### src/rtl/sts_pkg.sv
// Shared types, constants and helper functions of the source token scanner.
// Used by the scanner core, the token queue and the top level; depends on nothing.
package sts_pkg;

  localparam int POS_W       = 16;
  localparam int LEN_W       = 16;
  localparam int LINE_W      = 16;
  localparam int KIND_W      = 6;
  localparam int MODE_W      = 4;
  localparam int KW_CHARS    = 5;
  localparam int KW_IDX_W    = $clog2(KW_CHARS);
  localparam int KW_NUM      = 15;
  localparam int MAX_PUSH    = 3;
  localparam int CAND_NUM    = 4;
  localparam int FIFO_DEPTH  = 4;
  localparam int FIFO_AW     = $clog2(FIFO_DEPTH);
  localparam int FIFO_CW     = $clog2(FIFO_DEPTH + 1);
  localparam int OUT_DATA_W  = 56;

  localparam logic [LEN_W-1:0]  LEN_MAX  = '1;
  localparam logic [LINE_W-1:0] LINE_MAX = '1;

  localparam logic [KIND_W-1:0] K_NEWLINE  = 6'd0;
  localparam logic [KIND_W-1:0] K_PLUS     = 6'd1;
  localparam logic [KIND_W-1:0] K_MINUS    = 6'd2;
  localparam logic [KIND_W-1:0] K_STAR     = 6'd3;
  localparam logic [KIND_W-1:0] K_COMMA    = 6'd4;
  localparam logic [KIND_W-1:0] K_LPAR     = 6'd5;
  localparam logic [KIND_W-1:0] K_RPAR     = 6'd6;
  localparam logic [KIND_W-1:0] K_SLASH    = 6'd7;
  localparam logic [KIND_W-1:0] K_EQEQ     = 6'd8;
  localparam logic [KIND_W-1:0] K_GTEQ     = 6'd9;
  localparam logic [KIND_W-1:0] K_GT       = 6'd10;
  localparam logic [KIND_W-1:0] K_LTEQ     = 6'd11;
  localparam logic [KIND_W-1:0] K_LT       = 6'd12;
  localparam logic [KIND_W-1:0] K_INT      = 6'd13;
  localparam logic [KIND_W-1:0] K_IDENT    = 6'd14;
  localparam logic [KIND_W-1:0] K_STRING   = 6'd15;
  localparam logic [KIND_W-1:0] K_KW0      = 6'd16;
  localparam logic [KIND_W-1:0] K_ERR_EQ   = 6'd31;
  localparam logic [KIND_W-1:0] K_ERR_BYTE = 6'd32;
  localparam logic [KIND_W-1:0] K_END      = 6'd33;

  localparam logic [MODE_W-1:0] M_IDLE    = 4'd0;
  localparam logic [MODE_W-1:0] M_COMMENT = 4'd1;
  localparam logic [MODE_W-1:0] M_INT     = 4'd2;
  localparam logic [MODE_W-1:0] M_IDENT   = 4'd3;
  localparam logic [MODE_W-1:0] M_STRING  = 4'd4;
  localparam logic [MODE_W-1:0] M_PSLASH  = 4'd5;
  localparam logic [MODE_W-1:0] M_PEQ     = 4'd6;
  localparam logic [MODE_W-1:0] M_PGT     = 4'd7;
  localparam logic [MODE_W-1:0] M_PLT     = 4'd8;
  localparam logic [MODE_W-1:0] M_HALT    = 4'd9;

  localparam logic [7:0] CH_TAB   = 8'h09;
  localparam logic [7:0] CH_LF    = 8'h0A;
  localparam logic [7:0] CH_CR    = 8'h0D;
  localparam logic [7:0] CH_SP    = 8'h20;
  localparam logic [7:0] CH_QUOTE = 8'h22;
  localparam logic [7:0] CH_LPAR  = 8'h28;
  localparam logic [7:0] CH_RPAR  = 8'h29;
  localparam logic [7:0] CH_STAR  = 8'h2A;
  localparam logic [7:0] CH_PLUS  = 8'h2B;
  localparam logic [7:0] CH_COMMA = 8'h2C;
  localparam logic [7:0] CH_MINUS = 8'h2D;
  localparam logic [7:0] CH_SLASH = 8'h2F;
  localparam logic [7:0] CH_LT    = 8'h3C;
  localparam logic [7:0] CH_EQ    = 8'h3D;
  localparam logic [7:0] CH_GT    = 8'h3E;

  localparam logic [63:0] KW_TEXT [KW_NUM] = '{
    "var", "print", "read", "for", "while", "if", "else", "elif",
    "and", "or", "not", "exit", "end", "func", "call"
  };
  localparam logic [3:0] KW_LEN [KW_NUM] = '{
    4'd3, 4'd5, 4'd4, 4'd3, 4'd5, 4'd2, 4'd4, 4'd4,
    4'd3, 4'd2, 4'd3, 4'd4, 4'd3, 4'd4, 4'd4
  };

  typedef logic [KW_CHARS-1:0][7:0] window_t;

  typedef struct packed {
    logic [KIND_W-1:0] kind;
    logic [POS_W-1:0]  start;
    logic [LEN_W-1:0]  length;
    logic [LINE_W-1:0] line;
    logic              last;
  } token_t;

  typedef struct packed {
    logic   valid;
    token_t tok;
  } cand_t;

  function automatic logic is_digit(logic [7:0] c);
    return (c >= 8'h30) && (c <= 8'h39);
  endfunction

  function automatic logic is_alpha(logic [7:0] c);
    return ((c >= 8'h61) && (c <= 8'h7A)) || ((c >= 8'h41) && (c <= 8'h5A));
  endfunction

  // The window holds the first characters of an identifier, zero beyond its length.
  function automatic logic [KIND_W-1:0] ident_kind(window_t win, logic [LEN_W-1:0] len);
    logic [KIND_W-1:0] kind;
    logic              hit;
    logic [7:0]        exp_c;
    int                l;
    kind = K_IDENT;
    for (int k = 0; k < KW_NUM; k++) begin
      l = int'(KW_LEN[k]);
      hit = (len == LEN_W'(KW_LEN[k]));
      for (int i = 0; i < KW_CHARS; i++) begin
        exp_c = (i < l) ? KW_TEXT[k][8*(l-1-i) +: 8] : 8'h00;
        hit = hit && (win[i] == exp_c);
      end
      if (hit) begin
        kind = K_KW0 + KIND_W'(k);
      end
    end
    return kind;
  endfunction

  function automatic cand_t flush_tok(logic [MODE_W-1:0] mode, logic [POS_W-1:0] start,
                                      logic [LEN_W-1:0] len, window_t win,
                                      logic [LINE_W-1:0] line);
    cand_t c;
    c.valid      = 1'b1;
    c.tok.start  = start;
    c.tok.length = LEN_W'(1);
    c.tok.line   = line;
    c.tok.last   = 1'b0;
    c.tok.kind   = K_INT;
    case (mode)
      M_INT: begin
        c.tok.kind   = K_INT;
        c.tok.length = len;
      end
      M_IDENT: begin
        c.tok.kind   = ident_kind(win, len);
        c.tok.length = len;
      end
      M_STRING: begin
        c.tok.kind   = K_STRING;
        c.tok.length = len;
      end
      M_PSLASH: c.tok.kind = K_SLASH;
      M_PEQ:    c.tok.kind = K_ERR_EQ;
      M_PGT:    c.tok.kind = K_GT;
      M_PLT:    c.tok.kind = K_LT;
      default:  c.valid = 1'b0;
    endcase
    return c;
  endfunction

endpackage

### src/rtl/sts_scanner.sv
// Scanner core: mode, position, pending token and line registers, and the logic
// that turns one byte into up to four ordered token candidates. Uses sts_pkg.
module sts_scanner
  import sts_pkg::*;
(
  input  logic                   clk,
  input  logic                   rst_n,
  input  logic                   accept,
  input  logic [7:0]             in_byte,
  input  logic                   last_byte,
  output cand_t [CAND_NUM-1:0]   cand
);

  logic [MODE_W-1:0] mode_r, mode_nxt;
  logic [POS_W-1:0]  pos_r, pos_nxt;
  logic [POS_W-1:0]  start_r, start_nxt;
  logic [LEN_W-1:0]  len_r, len_nxt;
  logic [LINE_W-1:0] line_r, line_nxt;
  window_t           win_r, win_nxt;

  logic [MODE_W-1:0] mode_m;
  logic [POS_W-1:0]  start_m;
  logic [LEN_W-1:0]  len_m;
  logic [LINE_W-1:0] line_m;
  window_t           win_m;
  logic              do_disp;
  logic              do_ext;
  logic [POS_W-1:0]  pos_inc;
  logic [LEN_W-1:0]  len_ext;
  logic [LINE_W-1:0] line_inc;

  assign pos_inc  = pos_r + POS_W'(1);
  assign len_ext  = (len_r == LEN_MAX) ? len_r : len_r + LEN_W'(1);
  assign line_inc = (line_r == LINE_MAX) ? line_r : line_r + LINE_W'(1);

  always_comb begin
    mode_m  = mode_r;
    start_m = start_r;
    len_m   = len_r;
    line_m  = line_r;
    win_m   = win_r;
    do_disp = 1'b0;
    do_ext  = 1'b0;
    cand    = '0;

    case (mode_r)
      M_HALT: begin
      end
      M_COMMENT: begin
        if (in_byte == CH_LF) begin
          mode_m = M_IDLE;
        end
      end
      M_INT: begin
        if (is_digit(in_byte)) begin
          do_ext = 1'b1;
        end else begin
          cand[0] = flush_tok(mode_r, start_r, len_r, win_r, line_r);
          do_disp = 1'b1;
        end
      end
      M_IDENT: begin
        if (is_digit(in_byte) || is_alpha(in_byte)) begin
          do_ext = 1'b1;
        end else begin
          cand[0] = flush_tok(mode_r, start_r, len_r, win_r, line_r);
          do_disp = 1'b1;
        end
      end
      M_STRING: begin
        if (in_byte != CH_QUOTE) begin
          do_ext = 1'b1;
        end else begin
          cand[0] = flush_tok(mode_r, start_r, len_r, win_r, line_r);
          mode_m  = M_IDLE;
        end
      end
      M_PSLASH: begin
        if (in_byte == CH_SLASH) begin
          mode_m = M_COMMENT;
        end else begin
          cand[0] = flush_tok(mode_r, start_r, len_r, win_r, line_r);
          do_disp = 1'b1;
        end
      end
      M_PEQ, M_PGT, M_PLT: begin
        if (in_byte == CH_EQ) begin
          cand[0].valid      = 1'b1;
          cand[0].tok.kind   = (mode_r == M_PEQ) ? K_EQEQ :
                               ((mode_r == M_PGT) ? K_GTEQ : K_LTEQ);
          cand[0].tok.start  = start_r;
          cand[0].tok.length = LEN_W'(2);
          cand[0].tok.line   = line_r;
          cand[0].tok.last   = 1'b0;
          mode_m = M_IDLE;
        end else begin
          cand[0] = flush_tok(mode_r, start_r, len_r, win_r, line_r);
          do_disp = 1'b1;
        end
      end
      default: do_disp = 1'b1;
    endcase

    if (do_ext) begin
      if ((mode_r == M_IDENT) && (len_r < LEN_W'(KW_CHARS))) begin
        win_m[len_r[KW_IDX_W-1:0]] = in_byte;
      end
      len_m = len_ext;
    end

    if (do_disp) begin
      mode_m             = M_IDLE;
      cand[1].tok.start  = pos_r;
      cand[1].tok.length = LEN_W'(1);
      cand[1].tok.line   = line_r;
      cand[1].tok.last   = 1'b0;
      cand[1].tok.kind   = K_NEWLINE;
      case (in_byte)
        CH_SP, CH_TAB, CH_CR: begin
        end
        CH_LF: begin
          cand[1].valid = 1'b1;
          line_m        = line_inc;
        end
        CH_PLUS: begin
          cand[1].valid    = 1'b1;
          cand[1].tok.kind = K_PLUS;
        end
        CH_MINUS: begin
          cand[1].valid    = 1'b1;
          cand[1].tok.kind = K_MINUS;
        end
        CH_STAR: begin
          cand[1].valid    = 1'b1;
          cand[1].tok.kind = K_STAR;
        end
        CH_COMMA: begin
          cand[1].valid    = 1'b1;
          cand[1].tok.kind = K_COMMA;
        end
        CH_LPAR: begin
          cand[1].valid    = 1'b1;
          cand[1].tok.kind = K_LPAR;
        end
        CH_RPAR: begin
          cand[1].valid    = 1'b1;
          cand[1].tok.kind = K_RPAR;
        end
        CH_SLASH, CH_EQ, CH_GT, CH_LT: begin
          mode_m  = (in_byte == CH_SLASH) ? M_PSLASH :
                    ((in_byte == CH_EQ) ? M_PEQ :
                    ((in_byte == CH_GT) ? M_PGT : M_PLT));
          start_m = pos_r;
          len_m   = LEN_W'(1);
        end
        CH_QUOTE: begin
          mode_m  = M_STRING;
          start_m = pos_inc;
          len_m   = '0;
        end
        default: begin
          if (is_digit(in_byte)) begin
            mode_m  = M_INT;
            start_m = pos_r;
            len_m   = LEN_W'(1);
          end else if (is_alpha(in_byte)) begin
            mode_m   = M_IDENT;
            start_m  = pos_r;
            len_m    = LEN_W'(1);
            win_m    = '0;
            win_m[0] = in_byte;
          end else begin
            cand[1].valid    = 1'b1;
            cand[1].tok.kind = K_ERR_BYTE;
            mode_m           = M_HALT;
          end
        end
      endcase
    end

    if (last_byte) begin
      cand[2]            = flush_tok(mode_m, start_m, len_m, win_m, line_m);
      cand[3].valid      = 1'b1;
      cand[3].tok.kind   = K_END;
      cand[3].tok.start  = pos_inc;
      cand[3].tok.length = '0;
      cand[3].tok.line   = line_m;
      cand[3].tok.last   = 1'b1;
    end
  end

  always_comb begin
    mode_nxt  = mode_r;
    pos_nxt   = pos_r;
    start_nxt = start_r;
    len_nxt   = len_r;
    line_nxt  = line_r;
    win_nxt   = win_r;
    if (accept) begin
      if (last_byte) begin
        mode_nxt  = M_IDLE;
        pos_nxt   = '0;
        start_nxt = '0;
        len_nxt   = '0;
        line_nxt  = LINE_W'(1);
        win_nxt   = '0;
      end else begin
        mode_nxt  = mode_m;
        pos_nxt   = pos_inc;
        start_nxt = start_m;
        len_nxt   = len_m;
        line_nxt  = line_m;
        win_nxt   = win_m;
      end
    end
  end

  always_ff @(posedge clk) begin
    if (!rst_n) begin
      mode_r  <= M_IDLE;
      pos_r   <= '0;
      start_r <= '0;
      len_r   <= '0;
      line_r  <= LINE_W'(1);
      win_r   <= '0;
    end else begin
      mode_r  <= mode_nxt;
      pos_r   <= pos_nxt;
      start_r <= start_nxt;
      len_r   <= len_nxt;
      line_r  <= line_nxt;
      win_r   <= win_nxt;
    end
  end

endmodule

### src/rtl/sts_token_fifo.sv
// Four-entry token queue: takes up to four ordered candidates per beat and hands
// out one token per beat. Uses sts_pkg.
module sts_token_fifo
  import sts_pkg::*;
(
  input  logic                 clk,
  input  logic                 rst_n,
  input  logic                 push,
  input  cand_t [CAND_NUM-1:0] cand,
  output logic                 room,
  output logic                 head_valid,
  input  logic                 head_ready,
  output token_t               head
);

  token_t               mem_r [FIFO_DEPTH];
  token_t               mem_nxt [FIFO_DEPTH];
  logic [FIFO_AW-1:0]   wr_ptr_r, wr_ptr_nxt;
  logic [FIFO_AW-1:0]   rd_ptr_r, rd_ptr_nxt;
  logic [FIFO_CW-1:0]   count_r, count_nxt;
  logic [FIFO_AW-1:0]   off;
  logic [FIFO_CW-1:0]   n_push;
  logic                 pop;

  assign room       = (count_r <= FIFO_CW'(FIFO_DEPTH - MAX_PUSH));
  assign head_valid = (count_r != '0);
  assign head       = mem_r[rd_ptr_r];
  assign pop        = head_valid && head_ready;

  always_comb begin
    mem_nxt = mem_r;
    off     = '0;
    n_push  = '0;
    for (int i = 0; i < CAND_NUM; i++) begin
      if (push && cand[i].valid) begin
        mem_nxt[wr_ptr_r + off] = cand[i].tok;
        off    = off + FIFO_AW'(1);
        n_push = n_push + FIFO_CW'(1);
      end
    end
    wr_ptr_nxt = wr_ptr_r + n_push[FIFO_AW-1:0];
    rd_ptr_nxt = pop ? rd_ptr_r + FIFO_AW'(1) : rd_ptr_r;
    count_nxt  = count_r + n_push - (pop ? FIFO_CW'(1) : FIFO_CW'(0));
  end

  always_ff @(posedge clk) begin
    mem_r <= mem_nxt;
  end

  always_ff @(posedge clk) begin
    if (!rst_n) begin
      wr_ptr_r <= '0;
      rd_ptr_r <= '0;
      count_r  <= '0;
    end else begin
      wr_ptr_r <= wr_ptr_nxt;
      rd_ptr_r <= rd_ptr_nxt;
      count_r  <= count_nxt;
    end
  end

endmodule

### src/rtl/source_token_scanner.sv
// Top level of the source token scanner: scanner core feeding the token queue.
// Depends on sts_pkg, sts_scanner and sts_token_fifo.
//
// The block takes one source byte per beat and returns tokens (kind, start offset,
// length, line number) one per beat. A byte gives zero to three tokens. Input is
// taken every cycle while the four-entry token queue has at least three free
// entries, so the sustained rate is one byte per cycle whenever the output side
// takes one token per cycle; a byte that gives more tokens than are drained holds
// the input until the queue again has three free entries. The byte marked by
// in_tlast ends the stream and is followed by an end token flagged with out_tlast,
// after which the next byte starts a new stream.
module source_token_scanner
  import sts_pkg::*;
(
  input  logic                  clk,
  input  logic                  rst_n,
  input  logic                  in_tvalid,
  output logic                  in_tready,
  input  logic [7:0]            in_tdata,   // [7:0] in_byte
  input  logic                  in_tlast,   // last_byte
  output logic                  out_tvalid,
  input  logic                  out_tready,
  output logic [OUT_DATA_W-1:0] out_tdata,  // [5:0] token_kind, [21:6] token_start,
                                            // [37:22] token_length, [53:38] line_number
  output logic                  out_tlast   // last_result
);

  cand_t [CAND_NUM-1:0] cand;
  token_t               head;
  logic                 accept;

  assign accept = in_tvalid && in_tready;

  sts_scanner u_scanner (
    .clk       (clk),
    .rst_n     (rst_n),
    .accept    (accept),
    .in_byte   (in_tdata),
    .last_byte (in_tlast),
    .cand      (cand)
  );

  sts_token_fifo u_fifo (
    .clk        (clk),
    .rst_n      (rst_n),
    .push       (accept),
    .cand       (cand),
    .room       (in_tready),
    .head_valid (out_tvalid),
    .head_ready (out_tready),
    .head       (head)
  );

  assign out_tdata = {2'b00, head.line, head.length, head.start, head.kind};
  assign out_tlast = head.last;

  a_end_token_shape: assert property (@(posedge clk) disable iff (!rst_n)
    out_tvalid && out_tlast |-> (out_tdata[5:0] == K_END) && (out_tdata[37:22] == '0))
    else $error("end token with wrong kind or length");

  a_stall_means_backlog: assert property (@(posedge clk) disable iff (!rst_n)
    !in_tready |-> out_tvalid)
    else $error("input stalled with an empty token queue");

  a_last_gives_token: assert property (@(posedge clk) disable iff (!rst_n)
    in_tvalid && in_tready && in_tlast |=> out_tvalid)
    else $error("no token after the final byte");

  a_line_nonzero: assert property (@(posedge clk) disable iff (!rst_n)
    out_tvalid |-> (out_tdata[53:38] != '0))
    else $error("token with line number zero");

endmodule

### config.mk
export PLATFORM = sky130hd
export DESIGN_NAME = source_token_scanner
export DESIGN_NICKNAME = d
export VERILOG_FILES = /design/src/rtl/sts_pkg.sv /design/src/rtl/sts_scanner.sv /design/src/rtl/sts_token_fifo.sv /design/src/rtl/source_token_scanner.sv
export SDC_FILE = /design/constraint.sdc
export NUM_CORES = 1
export LEC_CHECK = 0
export BUFFER_PORTS_ARGS = -buffer_cell sky130_fd_sc_hd__clkbuf_2
export CORE_UTILIZATION = 35
export CTS_CLUSTER_DIAMETER = 30
export CTS_CLUSTER_SIZE = 40
export DETAILED_ROUTE_END_ITERATION = 16
export HOLD_SLACK_MARGIN = 0.06
export PLACE_DENSITY = 0.55
export REMOVE_ABC_BUFFERS = 1
export SYNTH_ARGS = -nofsm -noshare
export SYNTH_HDL_FRONTEND = slang
export SYNTH_SLANG_ARGS = --single-unit
### constraint.sdc
create_clock -name clk -period 6 [get_ports clk]
set_input_delay 0.9 -clock clk [delete_from_list [all_inputs] [get_ports clk]]
set_output_delay 0.9 -clock clk [all_outputs]
set_load 0.01 [all_outputs]
* After elaboration in Yosys (flattened, before gate mapping)
Index checks and enable logic that the tools add are counted.
** Word-level totals
- Register bits after elaboration :: 335
- Output and inout port bits :: 59
- Logic and storage cells :: 492
** Cells by class
- Add/subtract/negate cells :: 15
- Order comparisons :: 19
- Equal/unequal tests :: 118
- Muxes and demuxes :: 124
- Bitwise operators :: 5
- Reduce and logical (&&, ||, !) cells :: 178
** Operators with widths (number)
- $bwmux 220 :: 4
- $mux 220 :: 4
- $eq 8x7->1 const B :: 76
- $demux 55 s2 :: 4
- $mux 55 :: 7
- $mux 40 :: 7
- $mux 56 :: 5
- $pmux 56 s5 :: 1
- $mux 16 :: 16
- $logic_and 1x1->1 :: 159
- $mux 5 :: 30
- $mux 112 :: 1
- $bmux 55 s2 :: 1
- $eq 8x6->1 const B :: 12
- $pmux 16 s3 :: 2
- $eq 16x2->1 const B :: 4
- $eq 16x3->1 const B :: 4
- $add 16x1->16 const B :: 3
- $logic_not 8->1 :: 6
- $mux 4 :: 11
- $pmux 6 s7 :: 1
- $bwmux 40 :: 1
- $pmux 6 s6 :: 1
- $eq 16x16->1 const B :: 2
- other kinds (46) :: 97

* Longest topological paths before layout
- Word-level depth :: 44
- Depth in mapped cells :: 20
- Mapped depth without buffers :: 16

* Cells and area by module
From an unflattened synthesis, not the netlist that was laid out.
** Unflattened totals
- Cells, all modules :: 3608
- Area, all modules :: 25992.4 sq um
** Modules (own cells, without submodules)
- sts_token_fifo :: times used 1, cells an instance 2009, area each 15092.0 sq um, seq. area each 4544.4 sq um
- sts_scanner :: times used 1, cells an instance 1595, area each 10875.4 sq um, seq. area each 2162.1 sq um
- source_token_scanner :: times used 1, cells an instance 4, area each 25.0 sq um, seq. area each 0.0 sq um

* Worst setup path after synthesis
No wires, ideal clock.
- Kind :: input to register
- Start :: input in_tdata[1]
- End :: register u_fifo.mem_r[67] (netlist name)
- Arrival :: 4.981 ns
- Data required time :: 5.931 ns
- Path slack :: 0.950 ns
- Cell stages on the path :: 18
- Cells stage by stage :: or4_4 -> o221ai_4 -> nand3_2 -> a211o_1 -> a211oi_4 -> or2_1 -> buf_2 -> xnor2_1 -> ha_1 -> xnor2_1 -> nand3_1 -> mux2_1 -> o211ai_2 -> or2_1 -> clkbuf_1 -> buf_2 -> nand3_1 -> o21ai_1
** RTL lines
- start, declared :: RTL line source_token_scanner.sv:19 : input logic [7:0] in_tdata,
- end signal, assigned :: RTL line sts_token_fifo.sv:47 : mem_r <= mem_nxt;
- end, declared :: RTL line sts_token_fifo.sv:16 : token_t mem_r [FIFO_DEPTH];

==> metrics <==
WL/cell 25.7 um; Max Cap Viol 0; DP Worst Slack 0.382 ns; die extent in x 256 um; clock tree buffer depth 3; Crit Reg-Reg Startpoint u_scanner.len_r[9]; Worst-path clk slew 0.05 ns; Min-Delay Path Class reg -> reg; post-route ant nets 0; setup ws final 0.868 ns; post-synthesis cell type count 104; largest net degree at the start of global routing 63; Detailed Routing Iterations Pass 1 9; overall power 11.7 mW; fin. max-slew vios 0; register area share after synthesis 0.298; PwrDens 434 nW/um2; Sink Count 335; CTS resizes 0; nets 2,945; Via density 6.34; CP Cell Sequence clkbuf_2 -> buf_4 -> or3_1 -> a21oi_1 -> o21ai_1 -> nand3_1 -> nor2_1 -> ha_1 -> xnor2_1 -> ha_1 -> nor2_1 -> nand3_1 -> mux2_1 -> o211ai_4 -> buf_4 -> nor2_1 -> a22o_1; Worst setup SP type primary input; I/O Pins 72; placed insts 3,666; number of cells on the critical path 17; #FFs+latches synth 335; Setup CP Type in -> reg; slowest cell delay on critical path 0.59 ns; r2r worst-path depth 11; most frequent cells in the layout 383 x nand2_1, 333 x dfxtp_1, 244 x nor2_1; Final Cycle Share 0.855; Hold-fix buffers, CTS 0; initial drt markers 3,408; CP Buf/Inv Count 3; Post-synth ARST share 0; Die Footprint 65,400 um2; R2R Setup Slk 0.89 ns; Final Hold Slack 0.456 ns; clock root cell clkbuf_16; CP required 6.53 ns; Post-CTS Setup Bufs 0; worst r2r dst u_fifo.mem_r[50]; post-synthesis average cell area 7.69 um2; Global Route Usage Sum 0.293; Worst path slowest cell o21ai_1; worst vdd ir 0.222 mV; EDFF count, synth 0; status completed; first-pass GRT wire length 149,000 um; fin cells 3,839; Hold Vio Cnt, Final 0; Total Routed Length 98,600 um; Post-Syn Area 22,500 um2; cell family with most CP delay simple AND/OR/NAND/NOR gates; Warnings, synthesis 0; Tmin final 5.13 ns; Top cell by count, worst path nor2_1; Critical Path End Type register; CTS H-tree lvls 3; most common flop cell mapped by yosys dfxtp_1; CTS tree built; worst path arrival time 5.66 ns; Synth-to-Final Area Change 19.8%; crit-path max FO 34; routability congestion estimate 0.953; clk_skew 0.0478 ns; LEAKAGE 9.75 nW; Vias 24,300; vias in the first global route 23,300; RSZ-0062 raised after global routing no; CORE AREA 63,300 um2; Port Buffers 69; Worst-Margin Slew 1.14 ns; relative slew slack 0.243; initial antenna violation count 2; commonest non-fill, non-tap cell in the layout nand2_1; GRT overflow 0; die span in y 256 um; maximum operating frequency 0.195 GHz; Residual DRC 0; row count 92; hpwl dp 66,300 um; hold path startpoint u_fifo.mem_r[165]; Worst-Skew Late Latency 0.64 ns; layout cells sized above 1 0.153; CP endpoint u_fifo.mem_r[76]; Setup Viol. Count Final 0; crit path launch in_tdata[0]; Synth Instances 2,928; TritonCTS Buffers 93; Initial Utilization 0.356
## where the power goes
group	internal (mW)	switching [mW]	total, mW	leakage (nW)
logic	1.37	2.02	3.39	5.42
clock network	3.58	1.56	5.15	1.59
registers	2.77	0.399	3.17	2.74
## worst min-delay path, stage by stage, from the launching register on
cell	delay, ns
dfxtp_1	0.31
nand2_1	0.06
o21ai_1	0.05
## per-layer routing
| metal | routed length [um] | vias up | share of wire | global-route usage |
|---|---|---|---|---|
| li1 | - | 10900 | - | - |
| met1 | 43100 | 11800 | 0.44 | 0.411 |
| met2 | 42000 | 1437 | 0.43 | 0.433 |
| met3 | 10100 | 238 | 0.10 | 0.0621 |
| met4 | 3310 | 0 | 0.034 | 0.117 |
| met5 | 0 | - | 0 | 0 |
## area by class of cell
type | instances | area (um2)
fillers | 6360 | 36300
multi-input cells | 2290 | 14700
flip-flops and latches | 335 | 6710
clock buffers | 129 | 2650
repair buffers | 170 | 1120
well taps | 846 | 1060
clock inverters | 43 | 647
inverters | 25 | 93.8
diodes | 1 | 2.50
## synthesized netlist by cell type, drive strengths merged, types with 10 or more instances
cell / count / area share
nor2: 254 / 0.043
dfxtp: 335 / 0.30
or2: 10 / 0.0028
nor2b: 92 / 0.026
a21boi: 17 / 0.0057
a22oi: 70 / 0.024
o22ai: 27 / 0.0075
a211oi: 112 / 0.038
a32oi: 47 / 0.018
mux2i: 54 / 0.024
o21ai: 181 / 0.040
xor2: 21 / 0.0082
a31oi: 20 / 0.0056
and3: 39 / 0.011
mux2: 12 / 0.0060
a221oi: 17 / 0.0066
xnor2: 28 / 0.011
o21a: 13 / 0.0043
nand2b: 28 / 0.0078
nor3: 69 / 0.016
or3: 25 / 0.0069
ha: 16 / 0.0089
a21oi: 222 / 0.050
clkbuf: 218 / 0.036
nor4: 37 / 0.011
nand4: 40 / 0.011
nand3: 100 / 0.022
mux4: 55 / 0.055
inv: 25 / 0.0042
nand2: 386 / 0.065
and2: 84 / 0.023
a222oi: 33 / 0.015
buf: 61 / 0.014
o211ai: 15 / 0.0058
## how the worst min path moves through the flow
stage,cells after the start,endpoint
2_1_floorplan,2,u_fifo.mem_r[165]
3_3_place_gp,2,u_fifo.mem_r[55]
3_5_place_dp,2,u_fifo.mem_r[165]
4_1_cts,2,u_fifo.mem_r[165]
5_1_grt,2,u_fifo.mem_r[165]
6_report,2,u_fifo.mem_r[165]
## state kept, by name (all words and copies together) (netlist names)
name	count
u_scanner.start_r	16
u_fifo.count_r	3
u_fifo.rd_ptr_r	2
u_scanner.win_r	40
u_scanner.line_r	16
u_scanner.mode_r	4
u_scanner.pos_r	16
u_scanner.len_r	16
u_fifo.wr_ptr_r	2
u_fifo.mem_r	220
## through the flow
stage	TNS (ns)	cell area [um2]	utilization
final	0	27000	0.426
after global routing	0	27000	0.426
after detailed placement	0	23700	0.374
after CTS	0	27000	0.426
after floorplan	-55.20	21400	-
after global placement	0	23700	0.374
## logic make-up (layout without fill, tap and decap cells)
kind of cell / Yosys count / in the layout / synth area share
AOI/OAI and AO/OA: 871 / 871 / 0.263
DFF: 335 / 335 / 0.298
xor gates and xnor gates: 49 / 49 / 0.0194
other: 1 / 3 / 0.000166
buffers and inverters: 304 / 367 / 0.0542
and+or+nand+nor: 1230 / 1230 / 0.271
adders and majority gates: 17 / 17 / 0.00978
muxes: 121 / 121 / 0.0850
No activity file was read; power rests on OpenSTA's default activity.
